--- src/rtl/fatl_pkg.sv ---
package fatl_pkg;

  localparam int TLB_ENTRIES = 16;
  localparam int IDX_W       = $clog2(TLB_ENTRIES);

  localparam int VPN_W    = 36;
  localparam int THREAD_W = 2;
  localparam int PFN_W    = 32;
  localparam int COUNT_W  = 32;

  localparam logic [IDX_W-1:0] LRU_RANK = IDX_W'(TLB_ENTRIES - 1);

  localparam logic MODE_LOOKUP  = 1'b0;
  localparam logic MODE_INSTALL = 1'b1;

  typedef struct packed {
    logic                mode;
    logic [VPN_W-1:0]    vpn;
    logic [THREAD_W-1:0] thread_id;
    logic [PFN_W-1:0]    install_pfn;
  } fatl_in_t;

  typedef struct packed {
    logic               hit;
    logic [PFN_W-1:0]   hit_pfn;
    logic [COUNT_W-1:0] access_count;
    logic [COUNT_W-1:0] miss_count;
  } fatl_out_t;

  typedef enum logic {
    ST_IDLE,
    ST_EXEC
  } fatl_state_t;

  typedef struct packed {
    logic capture;
    logic execute;
  } fatl_cmd_t;

endpackage

--- src/rtl/fatl_ctrl.sv ---
module fatl_ctrl
  import fatl_pkg::*;
(
  input  logic      clk,
  input  logic      rst_n,
  input  logic      in_valid,
  output logic      in_ready,
  output logic      out_valid,
  input  logic      out_ready,
  output fatl_cmd_t cmd
);

  fatl_state_t state_r, state_nxt;
  logic        out_valid_r, out_valid_nxt;
  logic        slot_free;

  assign slot_free = !out_valid_r || out_ready;

  always_comb begin
    state_nxt = state_r;
    unique case (state_r)
      ST_IDLE: if (in_valid) state_nxt = ST_EXEC;
      ST_EXEC: if (slot_free) state_nxt = ST_IDLE;
      default: state_nxt = ST_IDLE;
    endcase
  end

  always_comb begin
    in_ready    = 1'b0;
    cmd.capture = 1'b0;
    cmd.execute = 1'b0;
    unique case (state_r)
      ST_IDLE: begin
        in_ready    = 1'b1;
        cmd.capture = in_valid;
      end
      ST_EXEC: cmd.execute = slot_free;
      default: ;
    endcase
  end

  // Load on execute, drop once the word is taken.
  assign out_valid_nxt = cmd.execute ? 1'b1 : (out_ready ? 1'b0 : out_valid_r);
  assign out_valid     = out_valid_r;

  always_ff @(posedge clk) begin
    if (!rst_n) begin
      state_r     <= ST_IDLE;
      out_valid_r <= 1'b0;
    end else begin
      state_r     <= state_nxt;
      out_valid_r <= out_valid_nxt;
    end
  end

endmodule

--- src/rtl/fatl_datapath.sv ---
module fatl_datapath
  import fatl_pkg::*;
(
  input  logic      clk,
  input  logic      rst_n,
  input  fatl_cmd_t cmd,
  input  fatl_in_t  in_data,
  output fatl_out_t out_data
);

  fatl_in_t            req_r;
  logic                valid_r  [TLB_ENTRIES];
  logic [VPN_W-1:0]    page_r   [TLB_ENTRIES];
  logic [THREAD_W-1:0] thread_r [TLB_ENTRIES];
  logic [PFN_W-1:0]    frame_r  [TLB_ENTRIES];
  logic [IDX_W-1:0]    rank_r   [TLB_ENTRIES];
  logic [IDX_W-1:0]    rank_nxt [TLB_ENTRIES];
  logic [COUNT_W-1:0]  acc_r, acc_nxt;
  logic [COUNT_W-1:0]  miss_r, miss_nxt;
  fatl_out_t           out_r, out_nxt;

  logic             is_lookup;
  logic             hit_any, free_any;
  logic [IDX_W-1:0] hit_idx, free_idx, lru_idx, sel_idx, sel_rank;
  logic             touch_en;

  assign is_lookup = (req_r.mode == MODE_LOOKUP);

  // Lowest-numbered hit, free slot and LRU slot: scan high to low.
  always_comb begin
    hit_any  = 1'b0;
    free_any = 1'b0;
    hit_idx  = '0;
    free_idx = '0;
    lru_idx  = '0;
    for (int i = TLB_ENTRIES - 1; i >= 0; i--) begin
      if (valid_r[i] && thread_r[i] == req_r.thread_id && page_r[i] == req_r.vpn) begin
        hit_any = 1'b1;
        hit_idx = IDX_W'(i);
      end
      if (!valid_r[i]) begin
        free_any = 1'b1;
        free_idx = IDX_W'(i);
      end
      if (rank_r[i] == LRU_RANK) lru_idx = IDX_W'(i);
    end
  end

  assign sel_idx  = is_lookup ? hit_idx : (free_any ? free_idx : lru_idx);
  assign touch_en = is_lookup ? hit_any : 1'b1;
  assign sel_rank = rank_r[sel_idx];

  // Promote the selected slot; slots younger than it age by one.
  always_comb begin
    for (int i = 0; i < TLB_ENTRIES; i++) begin
      rank_nxt[i] = rank_r[i];
      if (touch_en) begin
        if (IDX_W'(i) == sel_idx) rank_nxt[i] = '0;
        else if (rank_r[i] < sel_rank) rank_nxt[i] = rank_r[i] + IDX_W'(1);
      end
    end
  end

  assign acc_nxt  = (&acc_r) ? acc_r : acc_r + COUNT_W'(1);
  assign miss_nxt = (is_lookup && !hit_any && !(&miss_r)) ? miss_r + COUNT_W'(1) : miss_r;

  always_comb begin
    out_nxt.hit          = is_lookup && hit_any;
    out_nxt.hit_pfn      = (is_lookup && hit_any) ? frame_r[hit_idx] : '0;
    out_nxt.access_count = acc_nxt;
    out_nxt.miss_count   = miss_nxt;
  end

  always_ff @(posedge clk) begin
    if (!rst_n) begin
      acc_r  <= '0;
      miss_r <= '0;
      for (int i = 0; i < TLB_ENTRIES; i++) begin
        valid_r[i] <= 1'b0;
        rank_r[i]  <= IDX_W'(i);
      end
    end else if (cmd.execute) begin
      acc_r  <= acc_nxt;
      miss_r <= miss_nxt;
      for (int i = 0; i < TLB_ENTRIES; i++) rank_r[i] <= rank_nxt[i];
      if (!is_lookup) valid_r[sel_idx] <= 1'b1;
    end
  end

  always_ff @(posedge clk) begin
    if (cmd.capture) req_r <= in_data;
    if (cmd.execute) begin
      out_r <= out_nxt;
      if (!is_lookup) begin
        page_r[sel_idx]   <= req_r.vpn;
        thread_r[sel_idx] <= req_r.thread_id;
        frame_r[sel_idx]  <= req_r.install_pfn;
      end
    end
  end

  assign out_data = out_r;

endmodule

--- src/rtl/fully_assoc_tlb_lru.sv ---
// Sixteen-entry fully associative TLB tagged by thread and virtual page, with exact LRU
// replacement. A lookup word (mode 0) compares all valid entries in parallel and returns
// hit and frame of the lowest-numbered match, promoting it to most recent; a miss bumps
// the miss count. An install word (mode 1) writes the lowest free entry, or the LRU one
// when all are valid, with no duplicate check. Every word bumps the access count; both
// counts stick at all ones. A word's request is registered first; the parallel tag
// compare, rank update and result load follow. The result sits in an output register,
// so the next word is taken while it waits; a stalled result holds the following word
// in its compare cycle until the output register frees up.
module fully_assoc_tlb_lru
  import fatl_pkg::*;
(
  input  logic      clk,
  input  logic      rst_n,
  input  logic      in_valid,
  output logic      in_ready,
  input  fatl_in_t  in_data,
  output logic      out_valid,
  input  logic      out_ready,
  output fatl_out_t out_data
);

  fatl_cmd_t cmd;

  fatl_ctrl u_ctrl (
    .clk       (clk),
    .rst_n     (rst_n),
    .in_valid  (in_valid),
    .in_ready  (in_ready),
    .out_valid (out_valid),
    .out_ready (out_ready),
    .cmd       (cmd)
  );

  fatl_datapath u_dp (
    .clk      (clk),
    .rst_n    (rst_n),
    .cmd      (cmd),
    .in_data  (in_data),
    .out_data (out_data)
  );

endmodule

--- config.mk ---
export PLATFORM = sky130hd
export DESIGN_NAME = fully_assoc_tlb_lru
export DESIGN_NICKNAME = d
export VERILOG_FILES = /design/src/rtl/fatl_pkg.sv /design/src/rtl/fatl_ctrl.sv /design/src/rtl/fatl_datapath.sv /design/src/rtl/fully_assoc_tlb_lru.sv
export SDC_FILE = /design/constraint.sdc
export NUM_CORES = 2
export LEC_CHECK = 0
export ABC_AREA = 1
export BUFFER_PORTS_ARGS = -buffer_cell sky130_fd_sc_hd__buf_2
export CAP_MARGIN = 20
export CORE_MARGIN = 2
export CORE_UTILIZATION = 60
export CTS_CLUSTER_SIZE = 20
export DETAILED_ROUTE_END_ITERATION = 10
export PLACE_DENSITY = 0.85
export SYNTH_ARGS = -nofsm -noshare
export SYNTH_HDL_FRONTEND = slang
export SYNTH_SLANG_ARGS = --single-unit
--- constraint.sdc ---
create_clock -name clk -period 7.7 [get_ports clk]
set_input_delay 1.54 -clock clk [delete_from_list [all_inputs] [get_ports clk]]
set_output_delay 1.54 -clock clk [all_outputs]
set_load 0.02 [all_outputs]
# Yosys cells after proc, flatten, opt, wreduce, memory -nomap -nowiden
# Memory sizes are Yosys's and may differ from the RTL's. A register that Yosys moved wholly into a read port is not among the register bits.
# Cells that the tools add are included.
# totals
register_bits,202
ramBits,1200
inputBits,75
out_inout_bits,99
word_cells,345
memories,5
# mem_list
name,words,word_bits,rd,rd_clocked_by_memory_dff,write_ports,line_no,source
u_dp.page_r,16,36,16,0,1,fatl_datapath.sv:13,logic [VPN_W-1:0] page_r [TLB_ENTRIES];
u_dp.frame_r,16,32,1,1,1,fatl_datapath.sv:15,logic [PFN_W-1:0] frame_r [TLB_ENTRIES];
u_dp.rank_r,16,4,17,0,16,fatl_datapath.sv:16,logic [IDX_W-1:0] rank_r [TLB_ENTRIES];
u_dp.thread_r,16,2,16,0,1,fatl_datapath.sv:14,logic [THREAD_W-1:0] thread_r [TLB_ENTRIES];
u_dp.valid_r,16,1,16,0,16,fatl_datapath.sv:12,logic valid_r [TLB_ENTRIES];
# op_classes
add_sub_neg,18
order_cmp,16
n_eq_ne,63
n_mux,169
n_bitwise,18
n_reduce_logical,45
# ops
op,count
equality test 36 bit,16
two-way mux 4 bit,115
"adder 32 x 1 -> 32 bit, second input constant",2
"adder 4 x 1 -> 4 bit, second input constant",16
"equality test 4 bit, second input constant",16
< comparator 4 bit,16
two-way mux 32 bit,2
AND reduction 32 bit,2
two-way mux 1 bit,51
logical AND 1 bit,35
equality test 2 bit,16
"equality test 4 bit, first input constant",8
"equality test 3 x 4 -> 1 bit, first input constant",4
OR 1 bit,16
"equality test 2 x 4 -> 1 bit, first input constant",2
"equality test 1 x 4 -> 1 bit, first input constant",1
logical NOT 1 bit,4
logical NOT 4 bit,1
NOT 1 bit,2
one-hot mux 1 bit (2 select lines),1
nonzero test 2 bit,1
logical OR 1 bit,1
OR reduction 1 bit,1

# Depth between registers and ports, before layout
# An unclocked memory read counts as a cell.
# depth
depth_word,26
depth_mapped,41
mapped_depth_nobuf,38

# Hierarchy
# A second synthesis with hierarchy kept.
# hier_totals
hier_cells,5129
area_unflattened_um2,61421.4
# by_module_without_submodules
mod,n_inst,cells_per_inst,area_each_um2,seq_area_each_um2
fatl_datapath,1,5117,61330.1,42200.5
fatl_ctrl,1,12,91.3,40.0

# Worst setup path before layout
# OpenSTA, ideal clock, no wires.
# synth_path
kind,reg-to-reg
start,register u_dp.req_r[56] (netlist name)
end,memory u_dp.frame_r[12][0] (enable)
setup_ps,500
arrival_time_ps,5912
required_ps,7200
setup_slack_ps,1288
stages_incl_launch_ff,29
path_buffers,2
synth_period_minus_slack_ps,6412
path_cell_list,edfxtp_1 > buf_2 > or2_2 > a21oi_1 > nand3_1 > nor2_1 > nand3_1 > nand2_1 > nand2_1 > nand2_1 > nand2_1 > nand2_1 > nand2_1 > nand2_1 > nand2_1 > nand2_1 > nand2_1 > nand2_1 > nand2_2 > nand2_4 > nand2_4 > nand2_2 > buf_2 > inv_1 > nor2_1 > inv_1 > nor2_1 > inv_1 > nor2_1
# synth_between
elab_chain_cells,19
elab_cells_between_ends,49
cone_classes,eq/ne (16); mux (17); reduce/logical (16)
# synth_rtl
element,line_no,source
start: declaration,fatl_datapath.sv:11,fatl_in_t req_r;
start signal: assignment,fatl_datapath.sv:91,if (cmd.capture) req_r <= in_data;
equality test 36 bit,fatl_datapath.sv:37,if (valid_r[i] && thread_r[i] == req_r.thread_id && page_r[i] == req_r.vpn) begin
logical AND 1 bit,fatl_datapath.sv:37,
two-way mux 4 bit (15 in series),fatl_datapath.sv:37,
two-way mux 4 bit (*),fatl_datapath.sv:37,
two-way mux 4 bit (*),fatl_datapath.sv:49,assign sel_idx = is_lookup ? hit_idx : (free_any ? free_idx : lru_idx);
end: declaration,fatl_datapath.sv:15,
# Mark *: on every way between the ends. The rest lies on a longest branch, timed or not.

==> impl_results.md <==
- Max Slew Vio Count: 0
- Cts hold-fix bufs: 0
- Total Neg Setup Slack: 0 ns
- Placed insts: 6525
- RSZ-0062 raised after global routing: false
- Startpoint Class: flop
- Share of cells above drive strength 1: 10.7%
- Synth Flop Type: edfxtp_1
- Initial antenna violation count: 4
- H-tree Lvls: 4
- Via count: 44300
- P per Cell Area: 244 mW/mm²
- Maximum clock frequency: 150 MHz
- Vias in the first global route: 42600
- Max Root-Sink Buffers: 3
- Final Wtd Congestion: 1.02
- DRC Markers: 0
- Vias per inst: 6.53
- Hold Fails Final Rpt: 0
- Total chip power: 16.7 mW
- Layout Area Growth over Synthesis: 11.8%
- Number of buffers added for setup after CTS: 0
- Average wire per standard cell: 26.9 µm
- Clock skew: 0.0573 ns
- GRT Total Usage: 34.5%
- Die W: 324 µm
- IO Count: 174
- Min Hold Slack: 0.495 ns
- Grt ovf: 0
- # port buffers: 173
- Final period util: 86.7%
- Clock Latency Late Sink: 0.78 ns
- Syn avg cell area: 12.0 µm²
- First-pass GRT wire length: 264 mm
- DPL Wire Length: 106 mm
- Initial drt markers: 8534
- Die Ht: 324 µm
- Rows: 117
- Max_cap viols: 0
- Num CTS Buffers: 140
- CORE AREA: 0.102 mm²
- Clock Pin Slew Worst Setup and Hold Paths: 0.06 ns
- P_leak: 24.5 nW
- Slew HR: 15.1%
- CTS resizes: 0
- Kind of critical path: reg -> reg
- Endpoint arrival time on the critical path: 7.07 ns
- Total nets after synthesis: 5246
- Setup violation total in the final timing report: 0
- Post-synth EDFFs: 1352
- VDD IR max: 0.238 mV
- Req. time, crit path: 8.09 ns
- Ys async rst share: 0%
- Die Area: 0.105 mm²
- Status: completed
- First drt pass iteration count: 8
- Hold Path Class: reg -> reg
- Yosys reg bits: 1434
- Layout Nets: 5441
- Yosys warning count: 0
- Starting Density: 60.4%
- Largest net degree at the start of global routing: 268
- Synthesized area: 0.0613 mm²
- Crit path capture type: flop
- Critical path fanouts, max: 24
- CTS root buf: clkbuf_16
- Routed wire length: 183 mm
- Synth cell types: 58
- Sequential-to-total area share from yosys stat: 68.9%
- Sink Count: 1434
- Post-DRT Antenna Nets: 0
- Synth Instances: 5105
- Tmin final: 6.68 ns
- Worst-Margin Slew: 1.26 ns
- Most common cell after layout, fill and taps aside: edfxtp_1
- Non-Filler Instances: 6784
- CTS tree: built
- Highest-count cells in the layout ignoring fill and taps: edfxtp_1 (1352), nand2_1 (740), inv_1 (475), nor2_1 (361), a21oi_1 (356)
[routing by layer]
layer / wire (µm) / GRT usage, % / vias up
li1: - / - / 18700
met1: 60800 / 43.9 / 20700
met2: 81500 / 52.3 / 4054
met3: 28200 / 10.6 / 835
met4: 12100 / 20.6 / 6
met5: 57 / 0 / -
[power breakdown]
part	internal [mW]	leakage, nW	total, mW	switching, mW
combinational	0.279	9.37	1.02	0.736
clock	3.93	2.23	6.92	2.98
sequential	8.67	12.9	8.80	0.131
total	12.9	24.5	16.7	3.85
[flip-flops by register name, summed over array words and instances, names as in the netlist, 32 cells and up]
register and cells:
u_dp.acc_r 32, u_dp.out_data 97, u_dp.rank_r 64, u_dp.req_r 71
u_dp.frame_r 512, u_dp.thread_r 32, u_dp.page_r 576, u_dp.miss_r 32
[cell usage after synthesis (5+ instances only)]
cell	instances	share of area [%]
edfxtp_1	1352	66
nand2_1	741	4.5
inv_1	476	2.9
nor2_1	380	2.3
a21oi_1	356	2.9
o21ai_0	325	2.7
nand3_1	163	1.3
xnor2_1	159	2.3
clkbuf_1	145	0.89
o22ai_1	130	1.3
o311ai_0	96	1.4
xor2_1	94	1.3
nand4_1	84	0.86
dfxtp_1	82	2.7
ha_1	66	1.3
buf_4	42	0.51
nor4_1	38	0.39
nor3_1	37	0.30
a211oi_1	36	0.44
inv_2	36	0.22
o211ai_1	34	0.42
buf_2	31	0.25
a22o_1	30	0.43
o21ai_1	26	0.21
a221oi_1	23	0.33
o2111ai_1	15	0.21
or2_2	14	0.14
o21a_1	11	0.13
buf_1	10	0.061
nand3b_1	9	0.11
o31ai_1	9	0.11
buf_6	8	0.15
and2_1	5	0.051
or2_1	5	0.051
[logic make-up after synthesis]
kind of cell,after synthesis,share of synthesized area (%)
AOI/OAI and AO/OA,1108,10.8
and+or+nand+nor,1494,10.3
adders and majority gates,66,1.35
xor gates and xnor gates,253,3.61
DFF,1434,68.9
buffers and inverters,750,5.01
[worst max-delay path: stages (launching register included)]
cell	delay, ns
edfxtp_1	0.54
inv_2	0.53
o21ai_1	0.11
a211oi_1	0.32
nand4_1	0.17
nor4_1	1.04
nand3_1	0.39
nand2_1	0.17
inv_1	0.08
a21oi_4	0.22
o21ai_4	0.14
inv_4	0.13
nor2_1	0.07
inv_1	0.39
o22ai_1	0.15
o21ai_0	0.20
nand4_1	0.35
buf_4	0.34
ha_1	0.32
a21oi_1	0.17
nand2_1	0.08
a21oi_1	0.37
[per-stage QoR]
step / setup slack, ns / util, % / instance area (µm²)
finish: 1.02 / 67.5 / 68500
global route: 0.684 / 67.5 / 68500
CTS: 1.29 / 67.4 / 68500
detailed placement: 1.38 / 62.9 / 63900
global placement: 1.58 / 62.9 / 63900
floorplan: 1.29 / - / 61300
[cell type report]
class	count	area, µm²
timing repair buffer	289	1870
clock inverter	78	857
clock buffer	177	3730
tap	1368	1710
multi-input combinational	2921	16200
inverter	514	1930
sequential	1434	42200
antenna	3	7.51
fill	6811	33000
[path summary, 6_finish.rpt]
kind                                       from           endpoint  slack, ns  cells after the start
worst min register to register  u_dp.valid_r[2]    u_dp.valid_r[2]       0.50                      1
worst min-delay path            u_dp.valid_r[2]    u_dp.valid_r[2]       0.50                      1
worst max-delay path             u_dp.req_r[59]  u_dp.rank_r[2][0]       1.02                     21
worst max register to register   u_dp.req_r[59]  u_dp.rank_r[2][0]       1.02                     21
(Power assumes the default switching activity.)
